### src/sv/gated_descriptor_distance_assert.svh
// ----------------------------------------------------------------------------
// Assertion macros for the gated descriptor distance block
// Immediate-cycle and next-cycle implication checks on clk, disabled in rst.
// ----------------------------------------------------------------------------
`ifndef GATED_DESCRIPTOR_DISTANCE_ASSERT_SVH
`define GATED_DESCRIPTOR_DISTANCE_ASSERT_SVH
`ifndef SYNTHESIS
`define GDD_ASSERT_IMP(label, ante, cons, msg) \
  label: assert property (@(posedge clk) disable iff (rst) (ante) |-> (cons)) \
    else $error(msg);
`define GDD_ASSERT_NXT(label, ante, cons, msg) \
  label: assert property (@(posedge clk) disable iff (rst) (ante) |=> (cons)) \
    else $error(msg);
`else
`define GDD_ASSERT_IMP(label, ante, cons, msg)
`define GDD_ASSERT_NXT(label, ante, cons, msg)
`endif
`endif

### src/sv/gdd_pkg.sv
// ----------------------------------------------------------------------------
// gdd_pkg
// Widths, status codes and item type for the gated descriptor distance block.
// ----------------------------------------------------------------------------
`timescale 1ns / 1ps
`default_nettype none

package gdd_pkg;

  localparam int ELEM_W = 16;
  localparam int PROD_W = 2 * ELEM_W;
  localparam int SUM_W  = 44;
  localparam int ROOT_W = SUM_W / 2;
  localparam int STAT_W = 2;

  localparam logic [STAT_W-1:0] STATUS_OK      = 2'd0;
  localparam logic [STAT_W-1:0] STATUS_INVALID = 2'd1;
  localparam logic [STAT_W-1:0] STATUS_DIM_ERR = 2'd2;

  typedef struct packed {
    logic signed [ELEM_W-1:0] det_elem;
    logic signed [ELEM_W-1:0] trk_elem;
    logic                     first;
    logic                     last;
    logic                     det_has_features;
    logic                     trk_has_detection;
    logic                     trk_has_features;
    logic signed [ELEM_W-1:0] trk_center_x;
    logic signed [ELEM_W-1:0] trk_center_y;
    logic signed [ELEM_W-1:0] det_center_x;
    logic signed [ELEM_W-1:0] det_center_y;
    logic                     lengths_differ;
  } gdd_pair_t;

endpackage

`default_nettype wire

### src/sv/gdd_pair_if.sv
// ----------------------------------------------------------------------------
// gdd_pair_if
// Valid/ready channel carrying one descriptor element pair item.
// ----------------------------------------------------------------------------
`timescale 1ns / 1ps
`default_nettype none

interface gdd_pair_if;
  import gdd_pkg::*;

  logic                     valid;
  logic                     ready;
  logic signed [ELEM_W-1:0] det_elem;
  logic signed [ELEM_W-1:0] trk_elem;
  logic                     first;
  logic                     last;
  logic                     det_has_features;
  logic                     trk_has_detection;
  logic                     trk_has_features;
  logic signed [ELEM_W-1:0] trk_center_x;
  logic signed [ELEM_W-1:0] trk_center_y;
  logic signed [ELEM_W-1:0] det_center_x;
  logic signed [ELEM_W-1:0] det_center_y;
  logic                     lengths_differ;

  modport source (
    output valid, det_elem, trk_elem, first, last, det_has_features,
           trk_has_detection, trk_has_features, trk_center_x, trk_center_y,
           det_center_x, det_center_y, lengths_differ,
    input  ready
  );

  modport sink (
    input  valid, det_elem, trk_elem, first, last, det_has_features,
           trk_has_detection, trk_has_features, trk_center_x, trk_center_y,
           det_center_x, det_center_y, lengths_differ,
    output ready
  );

endinterface

`default_nettype wire

### src/sv/gdd_result_if.sv
// ----------------------------------------------------------------------------
// gdd_result_if
// Valid/ready channel carrying one distance result item.
// ----------------------------------------------------------------------------
`timescale 1ns / 1ps
`default_nettype none

interface gdd_result_if;
  import gdd_pkg::*;

  logic              valid;
  logic              ready;
  logic [ROOT_W-1:0] distance;
  logic [STAT_W-1:0] status;

  modport source (output valid, distance, status, input ready);
  modport sink   (input valid, distance, status, output ready);

endinterface

`default_nettype wire

### src/sv/gdd_isqrt.sv
// ----------------------------------------------------------------------------
// gdd_isqrt
// Iterative floor square root, two radicand bits per cycle.
// ----------------------------------------------------------------------------
`timescale 1ns / 1ps
`default_nettype none

module gdd_isqrt (
  input  logic                       clk,
  input  logic                       rst,
  input  logic                       start,
  input  logic [gdd_pkg::SUM_W-1:0]  radicand,
  output logic                       done,
  output logic [gdd_pkg::ROOT_W-1:0] root
);
  import gdd_pkg::*;

  localparam int CNT_W = $clog2(ROOT_W);
  localparam int REM_W = ROOT_W + 3;

  logic [SUM_W-1:0] rad;
  logic [REM_W-1:0] rem;
  logic [CNT_W-1:0] cnt;
  logic             busy;

  logic [REM_W-1:0] rem_sh;
  logic [REM_W-1:0] trial;
  logic             take;

  always_comb begin
    rem_sh = {rem[REM_W-3:0], rad[SUM_W-1 -: 2]};
    trial  = {1'b0, root, 2'b01};
    take   = (rem_sh >= trial);
  end

  always_ff @(posedge clk) begin
    if (rst) begin
      busy <= 1'b0;
      done <= 1'b0;
      cnt  <= '0;
    end else begin
      done <= 1'b0;
      if (start) begin
        busy <= 1'b1;
        cnt  <= CNT_W'(ROOT_W - 1);
        rad  <= radicand;
        rem  <= '0;
        root <= '0;
      end else if (busy) begin
        rad  <= {rad[SUM_W-3:0], 2'b00};
        rem  <= take ? (rem_sh - trial) : rem_sh;
        root <= {root[ROOT_W-2:0], take};
        cnt  <= cnt - 1'b1;
        if (cnt == '0) begin
          busy <= 1'b0;
          done <= 1'b1;
        end
      end
    end
  end

endmodule

`default_nettype wire

### src/sv/gated_descriptor_distance.sv
// ----------------------------------------------------------------------------
// gated_descriptor_distance
// One track-detection cell: gated, accumulated descriptor distance.
// ----------------------------------------------------------------------------
// Usage:
//   pairs  : one element pair item per handshake, first to last, with the
//            presence flags, box centres and length flag sampled on first.
//   result : one item per last item: distance (Q14.8) and status.
//   cfg    : cfg_wr_en / cfg_wr_data write max_distance; zero disables gating.
// Sequence:
//   A plain element item takes the steps accept, square and accumulate on the
//   single shared 16x16 squarer. A first item that is gated adds steps
//   for the two centre squares, the threshold square and the compare.
//   A last item of a usable pair with equal lengths adds S_ROOT_GO and S_ROOT_WAIT
//   for the 22-step root unit, then S_FIN loads the result register; else only S_FIN.
//   pairs.ready is high only when the sequencer is idle.
// Reset: clears the sum, the latched flags, max_distance and result.valid.
// Stall: a result waits in its register; the next pair is still taken and
//   processed, holding only if a new result is due before the old one left.
// ----------------------------------------------------------------------------
`timescale 1ns / 1ps
`default_nettype none
`include "gated_descriptor_distance_assert.svh"

module gated_descriptor_distance (
  input  logic                       clk,
  input  logic                       rst,
  input  logic                       cfg_wr_en,
  input  logic [gdd_pkg::ELEM_W-1:0] cfg_wr_data,
  gdd_pair_if.sink                   pairs,
  gdd_result_if.source               result
);
  import gdd_pkg::*;

  typedef enum logic [3:0] {
    S_IDLE, S_GATE_DX, S_GATE_DY, S_GATE_MD, S_GATE_CMP,
    S_ELEM, S_ACC, S_ROOT_GO, S_ROOT_WAIT, S_FIN
  } state_t;

  state_t            state;
  gdd_pair_t         item;
  logic [ELEM_W-1:0] max_distance;
  logic [SUM_W-1:0]  sum_of_squares;
  logic              pair_usable;
  logic              dims_error;
  logic [PROD_W-1:0] prod;
  logic [PROD_W:0]   gate_acc;

  logic              accept;
  logic              flags_ok;
  logic [ELEM_W-1:0] op_a;
  logic [ELEM_W-1:0] op_b;
  logic              op_direct;
  logic [ELEM_W:0]   diff;
  logic [ELEM_W-1:0] mag;
  logic [PROD_W-1:0] sq;
  logic [SUM_W:0]    sum_add;
  logic              root_start;
  logic              root_done;
  logic [ROOT_W-1:0] root;

  assign pairs.ready = (state == S_IDLE);
  assign accept      = pairs.valid && pairs.ready;
  assign flags_ok    = pairs.det_has_features && pairs.trk_has_detection &&
                       pairs.trk_has_features;
  assign root_start  = (state == S_ROOT_GO);

  // shared squarer operand select
  always_comb begin
    op_a      = item.det_elem;
    op_b      = item.trk_elem;
    op_direct = 1'b0;
    case (state)
      S_GATE_DX: begin
        op_a = item.trk_center_x;
        op_b = item.det_center_x;
      end
      S_GATE_DY: begin
        op_a = item.trk_center_y;
        op_b = item.det_center_y;
      end
      S_GATE_MD: begin
        op_a      = max_distance;
        op_direct = 1'b1;
      end
      default: begin
        op_a = item.det_elem;
        op_b = item.trk_elem;
      end
    endcase
    diff = {op_a[ELEM_W-1], op_a} - {op_b[ELEM_W-1], op_b};
    if (op_direct) begin
      mag = op_a;
    end else if (diff[ELEM_W]) begin
      mag = ELEM_W'(-diff);
    end else begin
      mag = diff[ELEM_W-1:0];
    end
    sq      = PROD_W'(mag * mag);
    sum_add = {1'b0, sum_of_squares} + (SUM_W+1)'(prod);
  end

  gdd_isqrt u_isqrt (
    .clk      (clk),
    .rst      (rst),
    .start    (root_start),
    .radicand (sum_of_squares),
    .done     (root_done),
    .root     (root)
  );

  always_ff @(posedge clk) begin
    if (rst) begin
      max_distance <= '0;
    end else if (cfg_wr_en) begin
      max_distance <= cfg_wr_data;
    end
  end

  always_ff @(posedge clk) begin
    if (rst) begin
      state          <= S_IDLE;
      sum_of_squares <= '0;
      pair_usable    <= 1'b0;
      dims_error     <= 1'b0;
      result.valid   <= 1'b0;
    end else begin
      if (result.valid && result.ready && (state != S_FIN)) begin
        result.valid <= 1'b0;
      end
      case (state)
        S_IDLE: begin
          if (accept) begin
            item <= '{pairs.det_elem, pairs.trk_elem, pairs.first, pairs.last,
                      pairs.det_has_features, pairs.trk_has_detection,
                      pairs.trk_has_features, pairs.trk_center_x,
                      pairs.trk_center_y, pairs.det_center_x,
                      pairs.det_center_y, pairs.lengths_differ};
            if (pairs.first) begin
              pair_usable <= flags_ok;
              dims_error  <= pairs.lengths_differ;
            end
            if (pairs.first && flags_ok && (max_distance != '0)) begin
              state <= S_GATE_DX;
            end else begin
              state <= S_ELEM;
            end
          end
        end
        S_GATE_DX: begin
          prod  <= sq;
          state <= S_GATE_DY;
        end
        S_GATE_DY: begin
          gate_acc <= {1'b0, prod};
          prod     <= sq;
          state    <= S_GATE_MD;
        end
        S_GATE_MD: begin
          gate_acc <= gate_acc + {1'b0, prod};
          prod     <= sq;
          state    <= S_GATE_CMP;
        end
        S_GATE_CMP: begin
          pair_usable <= (gate_acc < {1'b0, prod});
          state       <= S_ELEM;
        end
        S_ELEM: begin
          prod  <= sq;
          state <= S_ACC;
        end
        S_ACC: begin
          if (item.first) begin
            sum_of_squares <= SUM_W'(prod);
          end else if (sum_add[SUM_W]) begin
            sum_of_squares <= '1;
          end else begin
            sum_of_squares <= sum_add[SUM_W-1:0];
          end
          if (!item.last) begin
            state <= S_IDLE;
          end else if (pair_usable && !dims_error) begin
            state <= S_ROOT_GO;
          end else begin
            state <= S_FIN;
          end
        end
        S_ROOT_GO: begin
          state <= S_ROOT_WAIT;
        end
        S_ROOT_WAIT: begin
          if (root_done) begin
            state <= S_FIN;
          end
        end
        S_FIN: begin
          if (!result.valid || result.ready) begin
            result.valid <= 1'b1;
            if (!pair_usable) begin
              result.distance <= '0;
              result.status   <= STATUS_INVALID;
            end else if (dims_error) begin
              result.distance <= '0;
              result.status   <= STATUS_DIM_ERR;
            end else begin
              result.distance <= root;
              result.status   <= STATUS_OK;
            end
            state <= S_IDLE;
          end
        end
        default: begin
          state <= S_IDLE;
        end
      endcase
    end
  end

  `GDD_ASSERT_IMP(a_dist_only_valid, result.valid && (result.distance != '0), result.status == STATUS_OK, "nonzero distance without valid status")
  `GDD_ASSERT_NXT(a_one_item_at_a_time, accept, !pairs.ready, "pair taken while busy")
  `GDD_ASSERT_IMP(a_root_done_in_wait, root_done, state == S_ROOT_WAIT, "root finished outside wait")
  `GDD_ASSERT_NXT(a_fin_loads_result, (state == S_FIN) && (!result.valid || result.ready), result.valid, "result not loaded")

endmodule

`default_nettype wire
### src/flat_wrapper.sv
// flat-port wrapper written by rule: the top's interface ports become plain ports
module gated_descriptor_distance_flat import gdd_pkg::*;
  (clk, rst, cfg_wr_en, cfg_wr_data, pairs_valid, pairs_det_elem, pairs_trk_elem, pairs_first, pairs_last, pairs_det_has_features, pairs_trk_has_detection, pairs_trk_has_features, pairs_trk_center_x, pairs_trk_center_y, pairs_det_center_x, pairs_det_center_y, pairs_lengths_differ, pairs_ready, result_valid, result_distance, result_status, result_ready);
  gdd_pair_if pairs_i ();
  gdd_result_if result_i ();
  input  logic clk;
  input  logic rst;
  input  logic cfg_wr_en;
  input  logic [gdd_pkg::ELEM_W-1:0] cfg_wr_data;
  input wire logic [$bits(pairs_i.valid)-1:0] pairs_valid;
  input wire logic [$bits(pairs_i.det_elem)-1:0] pairs_det_elem;
  input wire logic [$bits(pairs_i.trk_elem)-1:0] pairs_trk_elem;
  input wire logic [$bits(pairs_i.first)-1:0] pairs_first;
  input wire logic [$bits(pairs_i.last)-1:0] pairs_last;
  input wire logic [$bits(pairs_i.det_has_features)-1:0] pairs_det_has_features;
  input wire logic [$bits(pairs_i.trk_has_detection)-1:0] pairs_trk_has_detection;
  input wire logic [$bits(pairs_i.trk_has_features)-1:0] pairs_trk_has_features;
  input wire logic [$bits(pairs_i.trk_center_x)-1:0] pairs_trk_center_x;
  input wire logic [$bits(pairs_i.trk_center_y)-1:0] pairs_trk_center_y;
  input wire logic [$bits(pairs_i.det_center_x)-1:0] pairs_det_center_x;
  input wire logic [$bits(pairs_i.det_center_y)-1:0] pairs_det_center_y;
  input wire logic [$bits(pairs_i.lengths_differ)-1:0] pairs_lengths_differ;
  output wire logic [$bits(pairs_i.ready)-1:0] pairs_ready;
  output wire logic [$bits(result_i.valid)-1:0] result_valid;
  output wire logic [$bits(result_i.distance)-1:0] result_distance;
  output wire logic [$bits(result_i.status)-1:0] result_status;
  input wire logic [$bits(result_i.ready)-1:0] result_ready;
  assign pairs_i.valid = pairs_valid;
  assign pairs_i.det_elem = pairs_det_elem;
  assign pairs_i.trk_elem = pairs_trk_elem;
  assign pairs_i.first = pairs_first;
  assign pairs_i.last = pairs_last;
  assign pairs_i.det_has_features = pairs_det_has_features;
  assign pairs_i.trk_has_detection = pairs_trk_has_detection;
  assign pairs_i.trk_has_features = pairs_trk_has_features;
  assign pairs_i.trk_center_x = pairs_trk_center_x;
  assign pairs_i.trk_center_y = pairs_trk_center_y;
  assign pairs_i.det_center_x = pairs_det_center_x;
  assign pairs_i.det_center_y = pairs_det_center_y;
  assign pairs_i.lengths_differ = pairs_lengths_differ;
  assign pairs_ready = pairs_i.ready;
  assign result_valid = result_i.valid;
  assign result_distance = result_i.distance;
  assign result_status = result_i.status;
  assign result_i.ready = result_ready;
  gated_descriptor_distance u_core (.clk(clk), .rst(rst), .cfg_wr_en(cfg_wr_en), .cfg_wr_data(cfg_wr_data), .pairs(pairs_i), .result(result_i));
endmodule
### config.mk
export PLATFORM = sky130hd
export DESIGN_NAME = gated_descriptor_distance_flat
export DESIGN_NICKNAME = d
export VERILOG_FILES = /design/src/sv/gdd_pkg.sv /design/src/sv/gdd_pair_if.sv /design/src/sv/gdd_result_if.sv /design/src/sv/gdd_isqrt.sv /design/src/sv/gated_descriptor_distance.sv /design/src/flat_wrapper.sv
export VERILOG_INCLUDE_DIRS = /design/src /design/src/sv
export SDC_FILE = /design/constraint.sdc
export NUM_CORES = 1
export LEC_CHECK = 0
export BUFFER_PORTS_ARGS = -buffer_cell sky130_fd_sc_hd__clkbuf_2
export CORE_UTILIZATION = 38
export DETAILED_ROUTE_END_ITERATION = 6
export GPL_TIMING_DRIVEN = 0
export HOLD_SLACK_MARGIN = 0.06
export SYNTH_ARGS = -nofsm -noshare
export SYNTH_HDL_FRONTEND = slang
export SYNTH_HIERARCHICAL = 1
export SYNTH_SLANG_ARGS = --single-unit
### constraint.sdc
create_clock -name clk -period 9.5 [get_ports clk]
set_input_delay 0.475 -clock clk [delete_from_list [all_inputs] [get_ports clk]]
set_output_delay 0.475 -clock clk [all_outputs]
set_load 0.05 [all_outputs]
* After elaboration in Yosys (flattened, before gate mapping)
Index checks and enable logic that the tools add are counted.
** Operators by class
- Add/sub/neg operators :: 6
- Multipliers :: 1
- $lt $le $gt $ge :: 2
- Eq/ne operators :: 14
- Multiplexer cells :: 33
- Bitwise gates (word level) :: 3
- Reductions and logical operators :: 29
** Operators with widths (number)
- $mux W44 :: 4
- $pmux W33 S2 :: 1
- $pmux W16 S3 :: 1
- $mux W23 :: 2
- $add A44 B32 Y45 :: 1
- $pmux W4 S10 :: 1
- $add A33 B32 Y33 :: 1
- $lt A33 B32 Y1 :: 1
- $mul A16 B16 Y32 :: 1
- $mux W16 :: 2
- $pmux W16 S2 :: 1
- $ge A25 B24 Y1 :: 1
- $sub A23 B23 Y23 :: 1
- $mux W22 :: 1
- $mux W4 :: 5
- $sub A16 B16 Y17 :: 1
- $eq A4 B3 Y1 const B :: 4
- $neg A16 Y16 :: 1
- $reduce_bool A16 Y1 :: 1
- $reduce_and A3 Y1 :: 5
- $mux W1 :: 10
- $mux W5 :: 2
- $eq A4 B2 Y1 const B :: 2
- $eq A4 B4 Y1 const B :: 2
- 19 further kinds :: 36
** Storage, ports and cells
- Register bits :: 350
- Bits of input ports :: 123
- Output and inout port bits :: 26
- Logic and storage cells :: 113

* Longest topological paths before layout
- Depth in word-level cells :: 7
- Gate-level depth with buffers :: 51
- Depth with buffers taken out :: 44

* By module
The synthesis kept the hierarchy.
** By module, submodules not included
- gated_descriptor_distance :: instances 1, cells each 2364, area an instance 22465.3 um^2, sequential area each 6926.6 um^2
- gdd_isqrt :: instances 1, cells each 454, area an instance 5248.8 um^2, sequential area each 2812.7 um^2

* Least setup slack after synthesis
No wires, ideal clock.
- Path kind :: reg2reg
- Start point :: reg u_core.state[1]
- End point :: reg u_core.prod[30], data pin
- Arrival :: 10.243 ns
- Path slack :: -1.001 ns
- Cell stages (with the launch flop) :: 44
- Buffers on the path :: 7
- Cell sequence :: dfxtp_1 > buf_4 > buf_2 > buf_2 > nand2_1 > nor2_1 > clkbuf_1 > buf_1 > buf_1 > a222oi_1 > o21ai_0 > ha_1 > and2_1 > or2_2 > maj3_1 > a211o_1 > o21ai_0 > a211oi_1 > [8 not listed] > fa_1 > fa_1 > inv_1 > fa_1 > inv_1 > ha_1 > a21oi_1 > nor2b_1 > o21ai_0 > nand2b_1 > a21o_1 > a21oi_1 > o311a_1 > o31ai_1 > o41ai_1 > o21bai_1 > a21oi_1 > xnor2_1
** Between the ends
- Longest elaborated chain between the ends :: 7
- Elaborated cells between the ends (all ways) :: 11
- Those cells by class :: add/sub (2); mul (1); eq/ne (3); mux (5)
** Ends and longest elaborated chain
- start: declaration :: RTL line gated_descriptor_distance.sv:40 : state_t state;
- start signal: assignment :: RTL line gated_descriptor_distance.sv:122 : state <= S_IDLE;
- start signal: assignment :: RTL line gated_descriptor_distance.sv:144 : state <= S_GATE_DX;
- start signal: assignment :: RTL line gated_descriptor_distance.sv:146 : state <= S_ELEM;
- $eq A4 B2 Y1 or $eq A4 B1 Y1 (tied branches) :: RTL line gated_descriptor_distance.sv:73 : case (state)
- $pmux W16 S3 or $pmux W16 S2 (tied branches) :: RTL line gated_descriptor_distance.sv:73
- $sub A16 B16 Y17 :: RTL line gated_descriptor_distance.sv:91 : diff = {op_a[ELEM_W-1], op_a} - {op_b[ELEM_W-1], op_b};
- $neg A16 Y16 :: RTL line gated_descriptor_distance.sv:95 : mag = ELEM_W'(-diff);
- $mux W16 :: RTL line gated_descriptor_distance.sv:94 : end else if (diff[ELEM_W]) begin
- $mux W16 * :: RTL line gated_descriptor_distance.sv:92 : if (op_direct) begin
- $mul A16 B16 Y32 * :: RTL line gated_descriptor_distance.sv:99 : sq = PROD_W'(mag * mag);
- net u_core.sq[30] :: RTL line gated_descriptor_distance.sv:56 : logic [PROD_W-1:0] sq;
- end signal: assignment :: RTL line gated_descriptor_distance.sv:151 : prod <= sq;
- end signal: assignment :: RTL line gated_descriptor_distance.sv:156 : prod <= sq;
- end signal: assignment :: RTL line gated_descriptor_distance.sv:161 : prod <= sq;
- end: declaration :: RTL line gated_descriptor_distance.sv:46 : logic [PROD_W-1:0] prod;
Mark *: on every way through the listed nets, which the timed path passes. The rest lies on a longest branch.
A chain may end at the register's enable or synchronous reset.

* Final worst setup path
Ends and elaborated chain as after synthesis.

==> results_dict.tcl <==
set metrics [dict create \
    status "finished with violations" \
    violations "setup timing" \
    async_flop_share_pct 0 \
    yosys.area.top_type_share_pct 29.8 \
    start_util_pct 38.6 \
    tightestPinTransition_ns 1.37 \
    final_cell_count_no_fill 4195 \
    gp_congestion 0.899 \
    io_pins 149 \
    layout-drive-gt1-share_pct 23.1 \
    fin_crit_sh_pct 109 \
    die_h_um 272 \
    synth-edff-count 275 \
    grt_start_max_net_pins 73 \
    cp_max_fo 10 \
    maxCapViolCount 0 \
    ff_latch_area_mm2 0.00975 \
    nFillCells 6654 \
    ys_ff_latch 349 \
    synth_nets 3339 \
    r2r-start "u_core/state[1]$_SDFFE_PP0P_" \
    grt_use_total_pct 21.7 \
    clock_latency_ns 0.59 \
    die_w_um 272 \
    numCtsBuffers 39 \
    dp_cells 3921 \
    fin_skew_ns 0.0298 \
    syn_to_final_growth_pct 24.7 \
    critPathRequiredTime_ns 9.82 \
    clk_pin_slew_ns 0.06 \
    vias 22600 \
    nets 3737 \
    num_rows 98 \
    rr_endpoint "u_core/prod[30]$_DFFE_PP_" \
    synth_warnings 6 \
    slowest_stage "a2111o_1" \
    dp_hpwl_mm 59.7 \
    wl_mm 80.7 \
    post_dp_cell_area_mm2 0.0302 \
    synth_area_mm2 0.0277 \
    worstSetupPathType "register to register" \
    drtPass1Iterations 7 \
    critPathLaunch "u_core/state[1]$_SDFFE_PP0P_" \
    wl_per_cell_um 19.2 \
    synth_seq_area_share_pct 35.1 \
    initialDrtViolationCount 1676 \
    setup_violations 18 \
    cts_tree "done" \
    vias_per_cell 5.38 \
    cts_root_buf "clkbuf_16" \
    clockBufferDepth 3 \
    hp-class "primary input to register" \
    grt_pass1_vias 22700 \
    grt_overflow 0 \
    fmax_ghz 0.0967 \
    portBuffers 146 \
    synthCells 2818 \
    hold_viol 0 \
    syn_avg_cell_area_um2 9.83 \
    synth_cell_types 99 \
    cp.arrival_ns 10.67 \
    synth_area_leaders "edfxtp_1 30%, fa_1 12%, ha_1 11%" \
    numClockSinks 349 \
    slew_violations 0 \
    yosysTopAreaCell "edfxtp_1" \
    ant_nets 0 \
    multi_input_area_mm2 0.0176 \
    crit_top_cell "fa_1" \
    rsz0062_at_grt "true" \
    layout_common_cells "315 x inv_1, 275 x edfxtp_1, 259 x nor2_1" \
    layout_setup_ws_ns -0.844 \
    maxSlewHeadroom_pct 8.25 \
    reg2reg_depth 44 \
    finalCriticalPeriod_ns 10.34 \
    cpPeakStageDelay_ns 0.51 \
    antennaDiodeCount 0 \
    htree_levels 2 \
    placeableCoreArea_mm2 0.0719 \
    layout_commonest_cell "inv_1" \
    crit_end "u_core/prod[30]$_DFFE_PP_" \
    antenna_found_initial 1 \
    grt_pass1_wl_mm 126 \
    drc 0 \
    stdcell_area_mm2 0.0346 \
    endpoint_kind "register" \
    final_core_util_pct 48.1 \
    reg2reg_slack_ns -0.84 \
    cp-start-kind "register" \
    synth-main-ff-cell "edfxtp_1" \
    die_area_mm2 0.0740 \
]
-- metal layers --
layer  part of all wire [%]  vias up  track usage, %  wire (µm)
met3                    6.6      136            3.39       5320
met1                     45    11000            29.7      36200
li1                       -    10700               -          -
met5                      0        -               0          0
met2                     46      743            35.5      37100
met4                    2.5        0            6.08       2030
-- worst max-delay path: cells and delay by family (launching register included) --
kind | cells | cell delay [ns]
xor+xnor | 2 | 0.28
simple gates | 7 | 1.38
flops | 1 | 0.36
compound gates | 14 | 3.27
fa+ha+maj | 8 | 3.40
buf+inv | 13 | 1.40
-- state kept, by name, indices dropped and copies added, names as in the netlist --
name	flops
u_core/prod	31
u_core/gate_acc	33
u_core/u_isqrt/root	22
u_core/result.distance	22
u_core/result.status	2
u_core/result.valid	1
u_core/dims_error	1
u_core/u_isqrt/rem	23
u_core/sum_of_squares	44
u_core/u_isqrt/cnt	5
u_core/u_isqrt/rad	44
u_core/state	4
u_core/max_distance	16
u_core/u_isqrt/busy	1
u_core/pair_usable	1
u_core/u_isqrt/done	1
u_core/item	98
-- cell usage after synthesis (13+ instances only) --
| cell type | count |
|---|---|
| buf_2 | 26 |
| nand3_1 | 37 |
| o21ai_0 | 84 |
| nor2_1 | 285 |
| nand2_1 | 184 |
| o211ai_1 | 16 |
| xor2_1 | 35 |
| or3_1 | 13 |
| a21o_1 | 46 |
| a222oi_1 | 15 |
| xnor2_1 | 95 |
| mux2i_1 | 26 |
| o21bai_1 | 34 |
| and3_1 | 19 |
| o31ai_1 | 14 |
| a21oi_1 | 189 |
| edfxtp_1 | 275 |
| nor2b_1 | 26 |
| nor4_1 | 13 |
| nor3_1 | 40 |
| o221ai_1 | 23 |
| nand4_1 | 28 |
| dfxtp_1 | 74 |
| buf_1 | 14 |
| mux2_2 | 43 |
| clkbuf_1 | 67 |
| nand2b_1 | 36 |
| a211oi_1 | 25 |
| fa_1 | 165 |
| inv_1 | 333 |
| and2_1 | 40 |
| a221oi_1 | 15 |
| o21ai_1 | 13 |
| a31oi_1 | 31 |
| ha_1 | 233 |
| o21a_1 | 21 |
-- what timing repair did --
| action | in CTS | in global routing |
|---|---|---|
| hold endpoints to repair | 15 | 0 |
| pin swaps | 156 | 103 |
| setup buffers | 160 | 46 |
| setup endpoints to repair | 22 | 18 |
| gates resized for setup | 239 | 81 |
| hold buffers | 15 | 0 |
| cloned | 2 | 0 |
-- area by class of cell --
type / count / share of cell area (%)
Multi-Input combinational cell: 2016 / 50.9
Sequential cell: 349 / 28.2
Timing Repair Buffer: 361 / 7.48
Inverter: 341 / 3.75
Tap cell: 950 / 3.44
Clock buffer: 47 / 2.91
Buffer: 108 / 2.70
Clock inverter: 23 / 0.568
-- how the worst min path moves through the flow --
stage / startpoint / end / slack (ns) / depth (start not counted)
6_report: pairs_det_elem[4] / u_core/item[90]$_DFFE_PP_ / 0.08 / 1
5_1_grt: pairs_trk_elem[14] / u_core/item[84]$_DFFE_PP_ / 0.06 / 1
4_1_cts: pairs_trk_elem[4] / u_core/item[74]$_DFFE_PP_ / 0.06 / 1
3_5_place_dp: u_core/sum_of_squares[19]$_SDFFE_PP0P_ / u_core/sum_of_squares[19]$_SDFFE_PP0P_ / 0.47 / 2
3_3_place_gp: u_core/sum_of_squares[22]$_SDFFE_PP0P_ / u_core/sum_of_squares[22]$_SDFFE_PP0P_ / 0.46 / 2
2_1_floorplan: u_core/sum_of_squares[0]$_SDFFE_PP0P_ / u_core/sum_of_squares[0]$_SDFFE_PP0P_ / 0.45 / 2
-- metrics by stage --
stage	hold WS [ns]	setup TNS, ns	worst slack [ns]
detailed placement	0.468	-30.91	-2.22
floorplan	0.449	-0.00162	-0.00162
CTS	0.0601	-4.68	-0.666
finish	0.0791	-7.32	-0.844
global placement	0.463	-30.78	-2.21
global route	0.0629	-11.78	-1.08
-- cells by family after synthesis --
| family | count (synthesis) | synth area share, % |
|---|---|---|
| fa+ha+maj | 399 | 22.5 |
| mux | 69 | 2.69 |
| flops | 349 | 35.1 |
| simple gates | 776 | 13.3 |
| buf+inv | 453 | 6.35 |
| xor+xnor | 132 | 4.28 |
| compound gates | 640 | 15.8 |
Power is left out: the tool's default activity adds up to more than one toggle a clock period on the data nets, which glitch-free logic cannot reach.
